## src/tdst_pkg.sv

```systemverilog
package tdst_pkg;

  // Field widths of one item.
  localparam int unsigned OP_W   = 2;
  localparam int unsigned SLOT_W = 4;
  localparam int unsigned INTV_W = 16;
  localparam int unsigned CNT_W  = 16;

  // One table entry: {periodic, interval, count}.
  localparam int unsigned ENTRY_W = 1 + INTV_W + CNT_W;

  localparam int unsigned NUM_TIMERS_DEF = 16;

  typedef enum logic [OP_W-1:0] {
    OP_TICK   = 2'd0,
    OP_ADD    = 2'd1,
    OP_REMOVE = 2'd2,
    OP_CLEAR  = 2'd3
  } op_e;

  typedef enum logic [2:0] {
    S_IDLE  = 3'b001,
    S_WALK  = 3'b010,
    S_FLUSH = 3'b100
  } state_e;

endpackage

```

## src/tdst_ram.sv

```systemverilog
module tdst_ram #(
  parameter int unsigned Width = 8,
  parameter int unsigned Depth = 16,
  localparam int unsigned AddrW = (Depth > 1) ? $clog2(Depth) : 1
) (
  input  logic             clk_i,
  input  logic             we_i,
  input  logic [AddrW-1:0] waddr_i,
  input  logic [Width-1:0] wdata_i,
  input  logic             re_i,
  input  logic [AddrW-1:0] raddr_i,
  output logic [Width-1:0] rdata_o
);

  logic [Width-1:0] mem_q [Depth];
  logic [Width-1:0] rdata_q;

  always_ff @(posedge clk_i) begin
    if (we_i) begin
      mem_q[waddr_i] <= wdata_i;
    end
    if (re_i) begin
      rdata_q <= mem_q[raddr_i];
    end
  end

  assign rdata_o = rdata_q;

endmodule

```

## src/tick_driven_soft_timer_table_core.sv

```systemverilog
// Table of NumTimers software timers, one per slot. Each accepted item is an op: add loads a
// slot with an interval and a reload mode and restarts its counter, remove drops one slot,
// clear drops all, and tick advances every live timer. Add, remove and clear leave in_stall_o low.
// A tick walks the table in slot order through an entry RAM with one read and one write
// port, one slot per cycle unless the output side stalls, in a two-stage read/evaluate pipe:
// in_stall_o stays high from a taken tick until the walk and the flush of the held slot
// are done, also while the output side stalls. A slot whose counter equals its interval
// fires (period is interval + 1 ticks) and then restarts or, in one-shot mode, drops out;
// others count up, wrapping at 16 bits. Each fired slot gives one result in slot order;
// the final one of a tick carries last. One fired slot is held back until the next one
// (or the end of the walk) is known, which is how last gets set.
module tick_driven_soft_timer_table_core #(
  parameter int unsigned NumTimers = tdst_pkg::NUM_TIMERS_DEF
) (
  input  logic                        clk_i,
  input  logic                        rst_ni,
  // item in
  input  logic                        in_valid_i,
  output logic                        in_stall_o,
  input  tdst_pkg::op_e               op_i,
  input  logic [tdst_pkg::SLOT_W-1:0] slot_i,
  input  logic [tdst_pkg::INTV_W-1:0] interval_i,
  input  logic                        auto_reload_i,
  // item out
  output logic                        out_valid_o,
  input  logic                        out_stall_i,
  output logic [tdst_pkg::SLOT_W-1:0] fired_slot_o,
  output logic                        last_o
);

  import tdst_pkg::*;

  localparam int unsigned IdxW = (NumTimers > 1) ? $clog2(NumTimers) : 1;
  localparam logic [IdxW-1:0] LastIdx = IdxW'(NumTimers - 1);

  // control state
  state_e               state_q, state_d;
  logic [NumTimers-1:0] valid_q, valid_d;
  logic                 rd_act_q, rd_act_d;     // read stage still issuing
  logic                 ev_vld_q, ev_vld_d;     // evaluate stage holds a slot
  logic                 pend_vld_q, pend_vld_d; // fired slot held back for last
  logic                 out_vld_q, out_vld_d;

  // payload
  logic [IdxW-1:0]   rd_idx_q, rd_idx_d;
  logic [IdxW-1:0]   ev_idx_q, ev_idx_d;
  logic [SLOT_W-1:0] pend_slot_q, pend_slot_d;
  logic [SLOT_W-1:0] out_slot_q, out_slot_d;
  logic              out_last_q, out_last_d;

  // entry RAM
  logic               ram_we, ram_re;
  logic [IdxW-1:0]    ram_waddr;
  logic [ENTRY_W-1:0] ram_wdata, ram_rdata;

  logic              ev_periodic;
  logic [INTV_W-1:0] ev_intv;
  logic [CNT_W-1:0]  ev_cnt;

  logic            in_acc, out_acc, can_push;
  logic            slot_ok;
  logic [IdxW-1:0] slot_idx;
  logic            ev_live, ev_fire, ev_stall, advance;

  tdst_ram #(
    .Width(ENTRY_W),
    .Depth(NumTimers)
  ) u_ram (
    .clk_i  (clk_i),
    .we_i   (ram_we),
    .waddr_i(ram_waddr),
    .wdata_i(ram_wdata),
    .re_i   (ram_re),
    .raddr_i(rd_idx_q),
    .rdata_o(ram_rdata)
  );

  assign ev_periodic = ram_rdata[ENTRY_W-1];
  assign ev_intv     = ram_rdata[CNT_W +: INTV_W];
  assign ev_cnt      = ram_rdata[CNT_W-1:0];

  assign in_stall_o = (state_q != S_IDLE);
  assign in_acc     = in_valid_i && !in_stall_o;
  assign out_acc    = out_vld_q && !out_stall_i;
  assign can_push   = !out_vld_q || !out_stall_i;

  // slots at or beyond the table size are ignored by add and remove
  assign slot_ok  = (32'(slot_i) < NumTimers);
  assign slot_idx = IdxW'(slot_i);

  // evaluate stage: only valid slots take part
  assign ev_live  = ev_vld_q && valid_q[ev_idx_q];
  assign ev_fire  = ev_live && (ev_cnt == ev_intv);
  // a second fire must push the held one out first; wait if the output is full
  assign ev_stall = ev_fire && pend_vld_q && !can_push;
  assign advance  = (state_q == S_WALK) && !ev_stall;

  always_comb begin
    state_d     = state_q;
    valid_d     = valid_q;
    rd_act_d    = rd_act_q;
    rd_idx_d    = rd_idx_q;
    ev_vld_d    = ev_vld_q;
    ev_idx_d    = ev_idx_q;
    pend_vld_d  = pend_vld_q;
    pend_slot_d = pend_slot_q;
    out_vld_d   = out_vld_q;
    out_slot_d  = out_slot_q;
    out_last_d  = out_last_q;
    ram_we      = 1'b0;
    ram_re      = 1'b0;
    ram_waddr   = ev_idx_q;
    ram_wdata   = {ev_periodic, ev_intv, CNT_W'(ev_cnt + 1'b1)};

    if (out_acc) begin
      out_vld_d = 1'b0;
    end

    case (state_q)
      S_IDLE: begin
        if (in_acc) begin
          case (op_i)
            OP_TICK: begin
              state_d  = S_WALK;
              rd_act_d = 1'b1;
              rd_idx_d = '0;
            end
            OP_ADD: begin
              if (slot_ok) begin
                ram_we            = 1'b1;
                ram_waddr         = slot_idx;
                ram_wdata         = {auto_reload_i, interval_i, {CNT_W{1'b0}}};
                valid_d[slot_idx] = 1'b1;
              end
            end
            OP_REMOVE: begin
              if (slot_ok) begin
                valid_d[slot_idx] = 1'b0;
              end
            end
            OP_CLEAR: begin
              valid_d = '0;
            end
            default: begin
            end
          endcase
        end
      end

      S_WALK: begin
        if (advance) begin
          // read stage
          ram_re   = rd_act_q;
          ev_vld_d = rd_act_q;
          ev_idx_d = rd_idx_q;
          if (rd_act_q) begin
            if (rd_idx_q == LastIdx) begin
              rd_act_d = 1'b0;
            end else begin
              rd_idx_d = rd_idx_q + 1'b1;
            end
          end
          // evaluate stage, write back to the slot just read
          if (ev_live) begin
            if (ev_fire) begin
              if (pend_vld_q) begin
                out_vld_d  = 1'b1;
                out_slot_d = pend_slot_q;
                out_last_d = 1'b0;
              end
              pend_vld_d  = 1'b1;
              pend_slot_d = SLOT_W'(ev_idx_q);
              if (ev_periodic) begin
                ram_we    = 1'b1;
                ram_wdata = {ev_periodic, ev_intv, {CNT_W{1'b0}}};
              end else begin
                valid_d[ev_idx_q] = 1'b0;
              end
            end else begin
              ram_we = 1'b1;
            end
          end
          if (!rd_act_q && !ev_vld_q) begin
            state_d = S_FLUSH;
          end
        end
      end

      S_FLUSH: begin
        // the held slot, if any, is the final result of this tick
        if (!pend_vld_q) begin
          state_d = S_IDLE;
        end else if (can_push) begin
          out_vld_d  = 1'b1;
          out_slot_d = pend_slot_q;
          out_last_d = 1'b1;
          pend_vld_d = 1'b0;
          state_d    = S_IDLE;
        end
      end

      default: begin
        state_d = S_IDLE;
      end
    endcase
  end

  always_ff @(posedge clk_i or negedge rst_ni) begin
    if (!rst_ni) begin
      state_q    <= S_IDLE;
      valid_q    <= '0;
      rd_act_q   <= 1'b0;
      ev_vld_q   <= 1'b0;
      pend_vld_q <= 1'b0;
      out_vld_q  <= 1'b0;
    end else begin
      state_q    <= state_d;
      valid_q    <= valid_d;
      rd_act_q   <= rd_act_d;
      ev_vld_q   <= ev_vld_d;
      pend_vld_q <= pend_vld_d;
      out_vld_q  <= out_vld_d;
    end
  end

  always_ff @(posedge clk_i) begin
    rd_idx_q    <= rd_idx_d;
    ev_idx_q    <= ev_idx_d;
    pend_slot_q <= pend_slot_d;
    out_slot_q  <= out_slot_d;
    out_last_q  <= out_last_d;
  end

  assign out_valid_o  = out_vld_q;
  assign fired_slot_o = out_slot_q;
  assign last_o       = out_last_q;

  // idle means the walk pipe and the held-back slot are empty
  a_idle_empty: assert property (@(posedge clk_i) disable iff (!rst_ni)
    (state_q == S_IDLE) |-> (!rd_act_q && !ev_vld_q && !pend_vld_q))
    else $error("walk state left over in idle");

  // the walk only waits when a held slot has to go out first
  a_stall_cause: assert property (@(posedge clk_i) disable iff (!rst_ni)
    ev_stall |-> (pend_vld_q && out_vld_q && (state_q == S_WALK)))
    else $error("walk stalled without a held slot");

  // a stalled evaluate stage keeps its slot
  a_stall_hold: assert property (@(posedge clk_i) disable iff (!rst_ni)
    ev_stall |=> (ev_vld_q && $stable(ev_idx_q) && pend_vld_q))
    else $error("evaluate stage moved during stall");

  // flushing the held slot presents it as the final result
  a_flush_last: assert property (@(posedge clk_i) disable iff (!rst_ni)
    ((state_q == S_FLUSH) && pend_vld_q && can_push)
      |=> (out_vld_q && out_last_q && (state_q == S_IDLE)))
    else $error("final result of tick not marked last");

endmodule

```

## config.mk

```make
export PLATFORM = sky130hd
export DESIGN_NAME = tick_driven_soft_timer_table_core
export DESIGN_NICKNAME = d
export VERILOG_FILES = /design/src/tdst_pkg.sv /design/src/tdst_ram.sv /design/src/tick_driven_soft_timer_table_core.sv
export SDC_FILE = /design/constraint.sdc
export NUM_CORES = 1
export LEC_CHECK = 0
export BUFFER_PORTS_ARGS = -buffer_cell sky130_fd_sc_hd__buf_2
export CORE_AREA = 2 2 200 202
export DETAILED_ROUTE_END_ITERATION = 6
export DIE_AREA = 0 0 202 204
export GPL_ROUTABILITY_DRIVEN = 0
export GPL_TIMING_DRIVEN = 0
export PLACE_DENSITY = 0.76
export SYNTH_ARGS = -nofsm -noshare
export SYNTH_HDL_FRONTEND = slang
export SYNTH_SLANG_ARGS = --single-unit
```

## constraint.sdc

```tcl
create_clock -name clk_i -period 8.06 [get_ports clk_i]
set_clock_uncertainty 0.15 [all_clocks]
set_input_delay 1.612 -clock clk_i [delete_from_list [all_inputs] [get_ports clk_i]]
set_output_delay 1.612 -clock clk_i [all_outputs]
set_load 0.05 [all_outputs]
```

==> results.py, run 1 <==
metrics = {
    "finish": {
        "num-fill-cells": 2315,
        "drive_gt1_frac": 0.258,
        "fin_util": 0.690,
        "mostFrequentLayoutCell": "edfxtp_1",
        "antennaDiodeCount": 0,
        "final_cell_mix": "edfxtp_1 (578), mux4_2 (165), nand2_1 (68)",
        "layout.nets": 1299,
        "syn_to_final_growth_pct": 13.2,
    },
    "cts": {
        "post_cts_buffers": 0,
        "root_buffer": "clkbuf_16",
        "cts_tree": "built",
        "clk_pin_slew_worst_paths_ps": 70,
        "post_cts_resized": 0,
        "clkSinkCount": 601,
        "holdBufCountCts": 0,
        "cts_made_buffers": 56,
        "clock_path_buffers": 3,
        "htreeDepth": 2,
        "clk_latency_ps": 640,
    },
    "die": {
        "die_h_um": 204,
        "start_util": 0.609,
        "rows": 73,
        "core_area_mm2": 0.0392,
        "die-width_um": 202,
        "die_area_mm2": 0.0412,
        "boundaryPins": 34,
    },
    "synth": {
        "netlist_area_mm2": 0.0239,
        "yosys_warnings": 0,
        "synth_top_area_cell": "edfxtp_1",
        "synthTopCellsByArea": "edfxtp_1 (73%), mux4_2 (16%), dfrtp_1 (2.3%), nand2_1 (1.1%), nor2_1 (1.0%)",
        "synthSimpleGateAreaFrac": 0.0360,
        "synth_nets": 1191,
        "synth_compound_area_frac": 0.0228,
        "synth_top_family_by_area": "multiplexers",
        "postSynthAreaPerCell_um2": 20.5,
        "postSynth.asyncResetShare": 0.0383,
        "synth_adder_area_share": 0.00105,
        "muxShareOfSynthArea": 0.166,
        "synth_edf_count": 578,
        "ys_seq_elements": 601,
        "yosysSeqAreaShare": 0.752,
        "yosysUniqueCellTypes": 49,
        "synth_top_area_frac": 0.727,
        "synth_flop_cell": "edfxtp_1",
        "synth_xor_area_frac": 0.0114,
        "netlist_instances": 1162,
    },
    "power_and_ir_drop": {
        "leakage_nw": 8.57,
        "power.switching_w": 0.00134,
        "combinationalPowerShare": 0.040,
        "p_per_area_mw_per_mm2": 235,
        "vdd.ir_drop.worst_v": 0.000241,
        "p_clk_frac": 0.415,
        "switching_share": 0.210,
        "p_int_w": 0.00502,
        "seqPwrFrac": 0.544,
    },
    "sta": {
        "slew_violations": 0,
        "rsz0062_at_grt": "false",
        "relSlewSlack": 0.195,
        "setup_viol": 0,
        "fmax_ghz": 0.234,
        "min_period_over_period": 0.531,
        "worst_pin_slew_ps": 1210,
        "final-hold-violation-count": 0,
        "post-route-min-period_ps": 4280,
        "tns_ps": 0,
    },
    "detailed_routing": {
        "drt_wl_total_um": 56900,
        "wl_per_cell_um": 30.9,
        "drt-pass1-iter-count": 6,
        "routed-via-count": 12391,
        "postRouteAntennaNets": 0,
        "vias_per_cell": 6.73,
        "drc_errors": 0,
        "first_iter_violations": 1673,
    },
    "worst_setup_path": {
        "path_class": "reg2reg",
        "crit_fanout": 17,
        "crit_required_ps": 8220,
        "cp_top_family": "simple AND/OR/NAND/NOR gates",
        "cp_num_buf_inv": 3,
        "path_cells": "buf_2, nor3b_1, and3_1, clkbuf_1, a32oi_1, nor2_4, buf_16",
        "setup.worst_path.end_class": "flop",
        "critPathSlowestCell": "nor2_4",
        "cp-start-kind": "flop",
        "crit_arrival_ps": 4440,
        "slowest_delay_ps": 810,
    },
    "grt": {
        "grt-ovfl-total": 0,
        "antenna_found_initial": 0,
        "grt_max_degree": 24,
        "grt_usage": 0.286,
        "grt_pass1_vias": 12433,
        "grt_first_pass_wirelength_um": 83400,
    },
    "place": {
        "portBuffers": 33,
        "dp_hpwl_um": 33700,
    },
    "job": {
        "cap_violations": 0,
    },
    "hold_path": {
        "hold_path.class": "reg2reg",
    },
    "run_status": {
        "outcome": "finished, final reports clean",
    },
}
per-layer routing:
layer,vias up,GRT usage,part of all wire
li1,4986,-,-
met1,6502,0.406,0.39
met2,770,0.454,0.49
met3,133,0.0547,0.093
met4,0,0.100,0.035
met5,-,0,0
worst reg2reg max path: stages, from the launching register on:
cell and delay (ps):
dfstp_2 510, buf_2 170, nor3b_1 650, and3_1 260, clkbuf_1 630, a32oi_1 490
nor2_4 820, buf_16 270
synthesized netlist by cell type, types with 14 or more instances:
cell,number
clkbuf_1,34
nor2_1,65
mux2i_1,22
o211ai_1,18
nand2_1,68
dfrtp_1,22
xnor2_1,23
edfxtp_1,578
mux4_2,165
a21oi_1,21
nand3_1,14
buf_2,14
worst paths after layout:
path / slack (ps) / from / cells past startpoint / end
worst max register to register: 3780 / state_q[0]$_DFFE_PN1P_ / 7 / u_ram.mem_q[8][6]$_DFFE_PP_
max in group asynchronous: 6520 / rst_ni / 1 / ev_vld_q$_DFFE_PN0P_
worst min register to register: 280 / pend_slot_q[1]$_DFFE_PP_ / 0 / fired_slot_o[1]$_DFFE_PP_
min in group asynchronous: 840 / rst_ni / 1 / pend_vld_q$_DFFE_PN0P_
worst min-delay path: 280 / pend_slot_q[1]$_DFFE_PP_ / 0 / fired_slot_o[1]$_DFFE_PP_
worst max-delay path: 3780 / state_q[0]$_DFFE_PN1P_ / 7 / u_ram.mem_q[8][6]$_DFFE_PP_
logic make-up after synthesis:
group	after synthesis
flops	601
simple gates	191
mux	189
compound gates	82
buf+inv	66
xor+xnor	31
fa+ha+maj	2
state kept, by name, indices dropped and copies added (netlist names):
name           count
ev_idx_q           4
ev_vld_q           1
fired_slot_o       4
last_o             1
out_valid_o        1
pend_slot_q        4
pend_vld_q         1
rd_act_q           1
rd_idx_q           4
state_q            3
u_ram.mem_q      528
u_ram.rdata_o     33
valid_q           16
metrics by stage:
| stage | power, W | cells | hold slack, ps | setup WS (ps) | area [µm²] |
|---|---|---|---|---|---|
| 2_1_floorplan | 0.00369 | 1162 | 250 | 3520 | 23900 |
| 3_3_place_gp | 0.00376 | 1720 | 265 | 1150 | 24700 |
| 3_5_place_dp | 0.00378 | 1737 | 262 | 3360 | 25200 |
| 4_1_cts | 0.00638 | 1842 | 277 | 3860 | 27000 |
| 5_1_grt | 0.00651 | 1842 | 296 | 3640 | 27000 |
| 6_report | 0.00636 | 1842 | 276 | 3780 | 27000 |
layout make-up:
| class | count | area (µm²) | area share |
|---|---|---|---|
| Inverter | 6 | 22.5 | 0.000833 |
| Multi-Input combinational cell | 495 | 5780 | 0.214 |
| Clock inverter | 37 | 395 | 0.0146 |
| Tap cell | 525 | 657 | 0.0243 |
| Timing Repair Buffer | 50 | 536 | 0.0198 |
| Clock buffer | 68 | 1450 | 0.0535 |
| Buffer | 60 | 250 | 0.00926 |
| Sequential cell | 601 | 17900 | 0.664 |
power groups by stage:
stage | logic, W | clock network (W) | registers (W)
after floorplan | 0.000168 | 0 | 0.00352
after global placement | 0.000237 | 0 | 0.00353
after global routing | 0.000274 | 0.00278 | 0.00346
final | 0.000256 | 0.00264 | 0.00346
after detailed placement | 0.000252 | 0 | 0.00353
after CTS | 0.000254 | 0.00266 | 0.00346
Power figures use the tool's default switching activity.
==> run 2: changes to the inputs <==
ABC_AREA = 1   (was default)
CORE_AREA = 2 2 212 214   (was 2 2 200 202)
DIE_AREA = 0 0 214 216   (was 0 0 202 204)
PLACE_DENSITY = 0.73   (was 0.76)
clock period = 3.9 ns   (was 8.06 ns; I/O delays follow)
==> results.py, run 2 <==
metrics = {
    "power_and_ir_drop": {
        "vdd.ir_drop.worst_v": 0.000366,
        "p_int_w": 0.0124,
        "switching_share": 0.359,
        "power.switching_w": 0.00693,
        "seqPwrFrac": 0.410,
        "p_clk_frac": 0.296,
        "p_per_area_mw_per_mm2": 686,
        "combinationalPowerShare": 0.295,
        "leakage_nw": 9.45,
    },
    "sta": {
        "final-hold-violation-count": 10,
        "slew_violations": 0,
        "whs_ps": -14.8,
        "relSlewSlack": 0.000635,
        "fmax_ghz": 0.260,
        "worst_pin_slew_ps": 1500,
        "min_period_over_period": 0.986,
        "rsz0062_at_grt": "false",
        "post-route-min-period_ps": 3850,
        "setup_viol": 0,
    },
    "worst_setup_path": {
        "crit-reg2reg-capture": "u_ram.mem_q[0][3]$_DFFE_PP_",
        "cp_num_buf_inv": 3,
        "crit_top_cell": "nand2_1",
        "crit_arrival_ps": 3910,
        "path_cells": "inv_2, nand2_1, nand4_1, nor2_1, nand2_1, nor2_4, nand3_4, inv_1, nand3_1, nand2_1, buf_2, a21oi_1",
        "cp-start-kind": "flop",
        "setup.worst_path.end_class": "flop",
        "cp_top_family": "compound AO/OA/AOI/OAI gates",
        "path_class": "reg2reg",
        "reg2reg_depth": 12,
        "critPathSlowestCell": "a21oi_1",
        "crit_required_ps": 3960,
        "slowest_delay_ps": 1130,
        "crit_fanout": 16,
        "r2r_start": "u_ram.rdata_o[13]$_DFFE_PP_",
        "rrSetupSlack_ps": 50,
    },
    "finish": {
        "antennaDiodeCount": 0,
        "mostFrequentLayoutCell": "edfxtp_1",
        "syn_to_final_growth_pct": 13.7,
        "regMostFlops": "u_ram.mem_q",
        "layout.nets": 2207,
        "final_cells": 2818,
        "num-fill-cells": 3147,
        "largest_reg_flops": 528,
        "final_cell_mix": "edfxtp_1 (578), o21ai_0 (375), nor2_1 (371)",
        "drive_gt1_frac": 0.0854,
    },
    "synth": {
        "postSynthAreaPerCell_um2": 12.0,
        "yosysMostFrequentCell": "edfxtp_1",
        "yosysUniqueCellTypes": 36,
        "synth_common_cells": "edfxtp_1 (578), nor2_1 (387), o21ai_0 (375)",
        "yosys_warnings": 0,
        "postSynth.asyncResetShare": 0.0383,
        "netlist_instances": 2068,
        "synth_top_area_cell": "edfxtp_1",
        "synth_nets": 2097,
        "synthTopCellsByArea": "edfxtp_1 (70%), o21ai_0 (7.6%), nor2_1 (5.9%), o22ai_1 (3.9%), nand2_1 (2.9%)",
        "synth_edf_count": 578,
        "netlist_area_mm2": 0.0248,
        "ys_seq_elements": 601,
        "synth_top_area_frac": 0.701,
        "yosysSeqAreaShare": 0.724,
        "synth_flop_cell": "edfxtp_1",
    },
    "die": {
        "die_h_um": 216,
        "start_util": 0.565,
        "die-width_um": 214,
        "die_area_mm2": 0.0462,
        "core_area_mm2": 0.0438,
        "boundaryPins": 34,
        "rows": 77,
    },
    "grt": {
        "use_met2": 0.493,
        "busiest_layer": "met2",
        "grt_max_degree": 24,
        "grt_pass1_vias": 17427,
        "use_met1": 0.416,
        "grt-ovfl-total": 0,
        "antenna_found_initial": 0,
        "grt_usage": 0.315,
        "met3_usage": 0.0647,
        "grt_first_pass_wirelength_um": 108000,
    },
    "cts": {
        "htreeDepth": 2,
        "root_buffer": "clkbuf_16",
        "post_cts_buffers": 0,
        "cts_made_buffers": 58,
        "cts_tree": "built",
        "clk_latency_ps": 640,
        "clkSinkCount": 601,
        "clock_path_buffers": 3,
        "clk_pin_slew_worst_paths_ps": 70,
        "post_cts_resized": 0,
        "holdBufCountCts": 0,
    },
    "detailed_routing": {
        "routed-via-count": 18211,
        "first_iter_violations": 3167,
        "drt_wl_total_um": 73400,
        "drt-pass1-iter-count": 7,
        "vias_per_cell": 6.46,
        "wl_per_cell_um": 26.1,
        "postRouteAntennaNets": 0,
        "drc_errors": 1,
    },
    "hold_path": {
        "hold_path.class": "in2async",
    },
    "run_status": {
        "violations": "DRC, hold timing, capacitance limit",
        "outcome": "finished, violations left",
    },
    "place": {
        "dp_hpwl_um": 48000,
        "portBuffers": 32,
        "dp.cells": 2710,
    },
    "job": {
        "cap_violations": 1,
    },
}
-- run 2: cell types whose count changed after synthesis, moves of 28 or more --
cell      previous run  this run
o21ai_0             10       375
nor2_1              65       387
mux4_2             165         0
o22ai_1              1       156
nand2_1             68       192
clkbuf_1            34       107
inv_1                6        69
a21oi_1             21        49
-- run 2: kinds of logic (layout without fill, tap and decap cells) --
logic type / count (synthesis) / count (layout) / synth area share
flops: 601 / 601 / 0.724
xor+xnor: 14 / 14 / 0.00495
fa+ha+maj: 2 / 2 / 0.00101
simple gates: 624 / 624 / 0.0996
buf+inv: 210 / 368 / 0.0331
mux: 5 / 5 / 0.00227
compound gates: 612 / 612 / 0.135
-- run 2: worst max-delay path by stage --
| stage | from | end | slack, ps | cells past startpoint |
|---|---|---|---|---|
| after floorplan | state_q[0]$_DFFE_PN1P_ | u_ram.mem_q[0][0]$_DFFE_PP_ | -50 | 9 |
| after global placement | op_i[0] | u_ram.mem_q[13][22]$_DFFE_PP_ | -2050 | 10 |
| after detailed placement | op_i[0] | u_ram.mem_q[13][22]$_DFFE_PP_ | -110 | 11 |
| after CTS | u_ram.rdata_o[13]$_DFFE_PP_ | u_ram.mem_q[0][3]$_DFFE_PP_ | 260 | 12 |
| after global routing | u_ram.rdata_o[0]$_DFFE_PP_ | u_ram.mem_q[0][3]$_DFFE_PP_ | 50 | 14 |
| final | u_ram.rdata_o[13]$_DFFE_PP_ | u_ram.mem_q[0][3]$_DFFE_PP_ | 50 | 12 |
-- run 2: metal layers --
metal / vias up / routed length (µm) / part of all wire
li1: 7768 / - / -
met1: 8652 / 25800 / 0.35
met2: 1492 / 33500 / 0.46
met3: 299 / 9980 / 0.14
met4: 0 / 4160 / 0.057
met5: - / 0 / 0
-- run 2: power groups by stage --
stage | Combinational (W) | Sequential [W] | Clock, W
after global routing | 0.00599 | 0.00793 | 0.00592
after CTS | 0.00545 | 0.00790 | 0.00569
after floorplan | 0.00323 | 0.00797 | 0
after global placement | 0.00520 | 0.00804 | 0
final | 0.00569 | 0.00792 | 0.00571
after detailed placement | 0.00540 | 0.00804 | 0
-- run 2: metrics by stage --
step	total power [W]	setup TNS [ps]	util	setup slack, ps	instance area (µm²)
global placement	0.0132	-800160	0.586	-2050	25700
floorplan	0.0112	-14560	-	-49.5	24800
global route	0.0198	0	0.642	50.2	28200
CTS	0.0190	0	0.642	258	28200
detailed placement	0.0134	-2560	0.599	-112	26200
finish	0.0193	0	0.642	54.0	28200
-- run 2: cell type report --
cell class / count / area, µm² / share of cell area
flip-flops and latches: 601 / 17900 / 0.637
multi-input cells: 1257 / 6140 / 0.218
clock buffers: 69 / 1530 / 0.0544
inverters: 81 / 304 / 0.0108
plain buffers: 129 / 517 / 0.0184
repair buffers: 50 / 606 / 0.0215
well taps: 592 / 741 / 0.0263
clock inverters: 39 / 384 / 0.0136
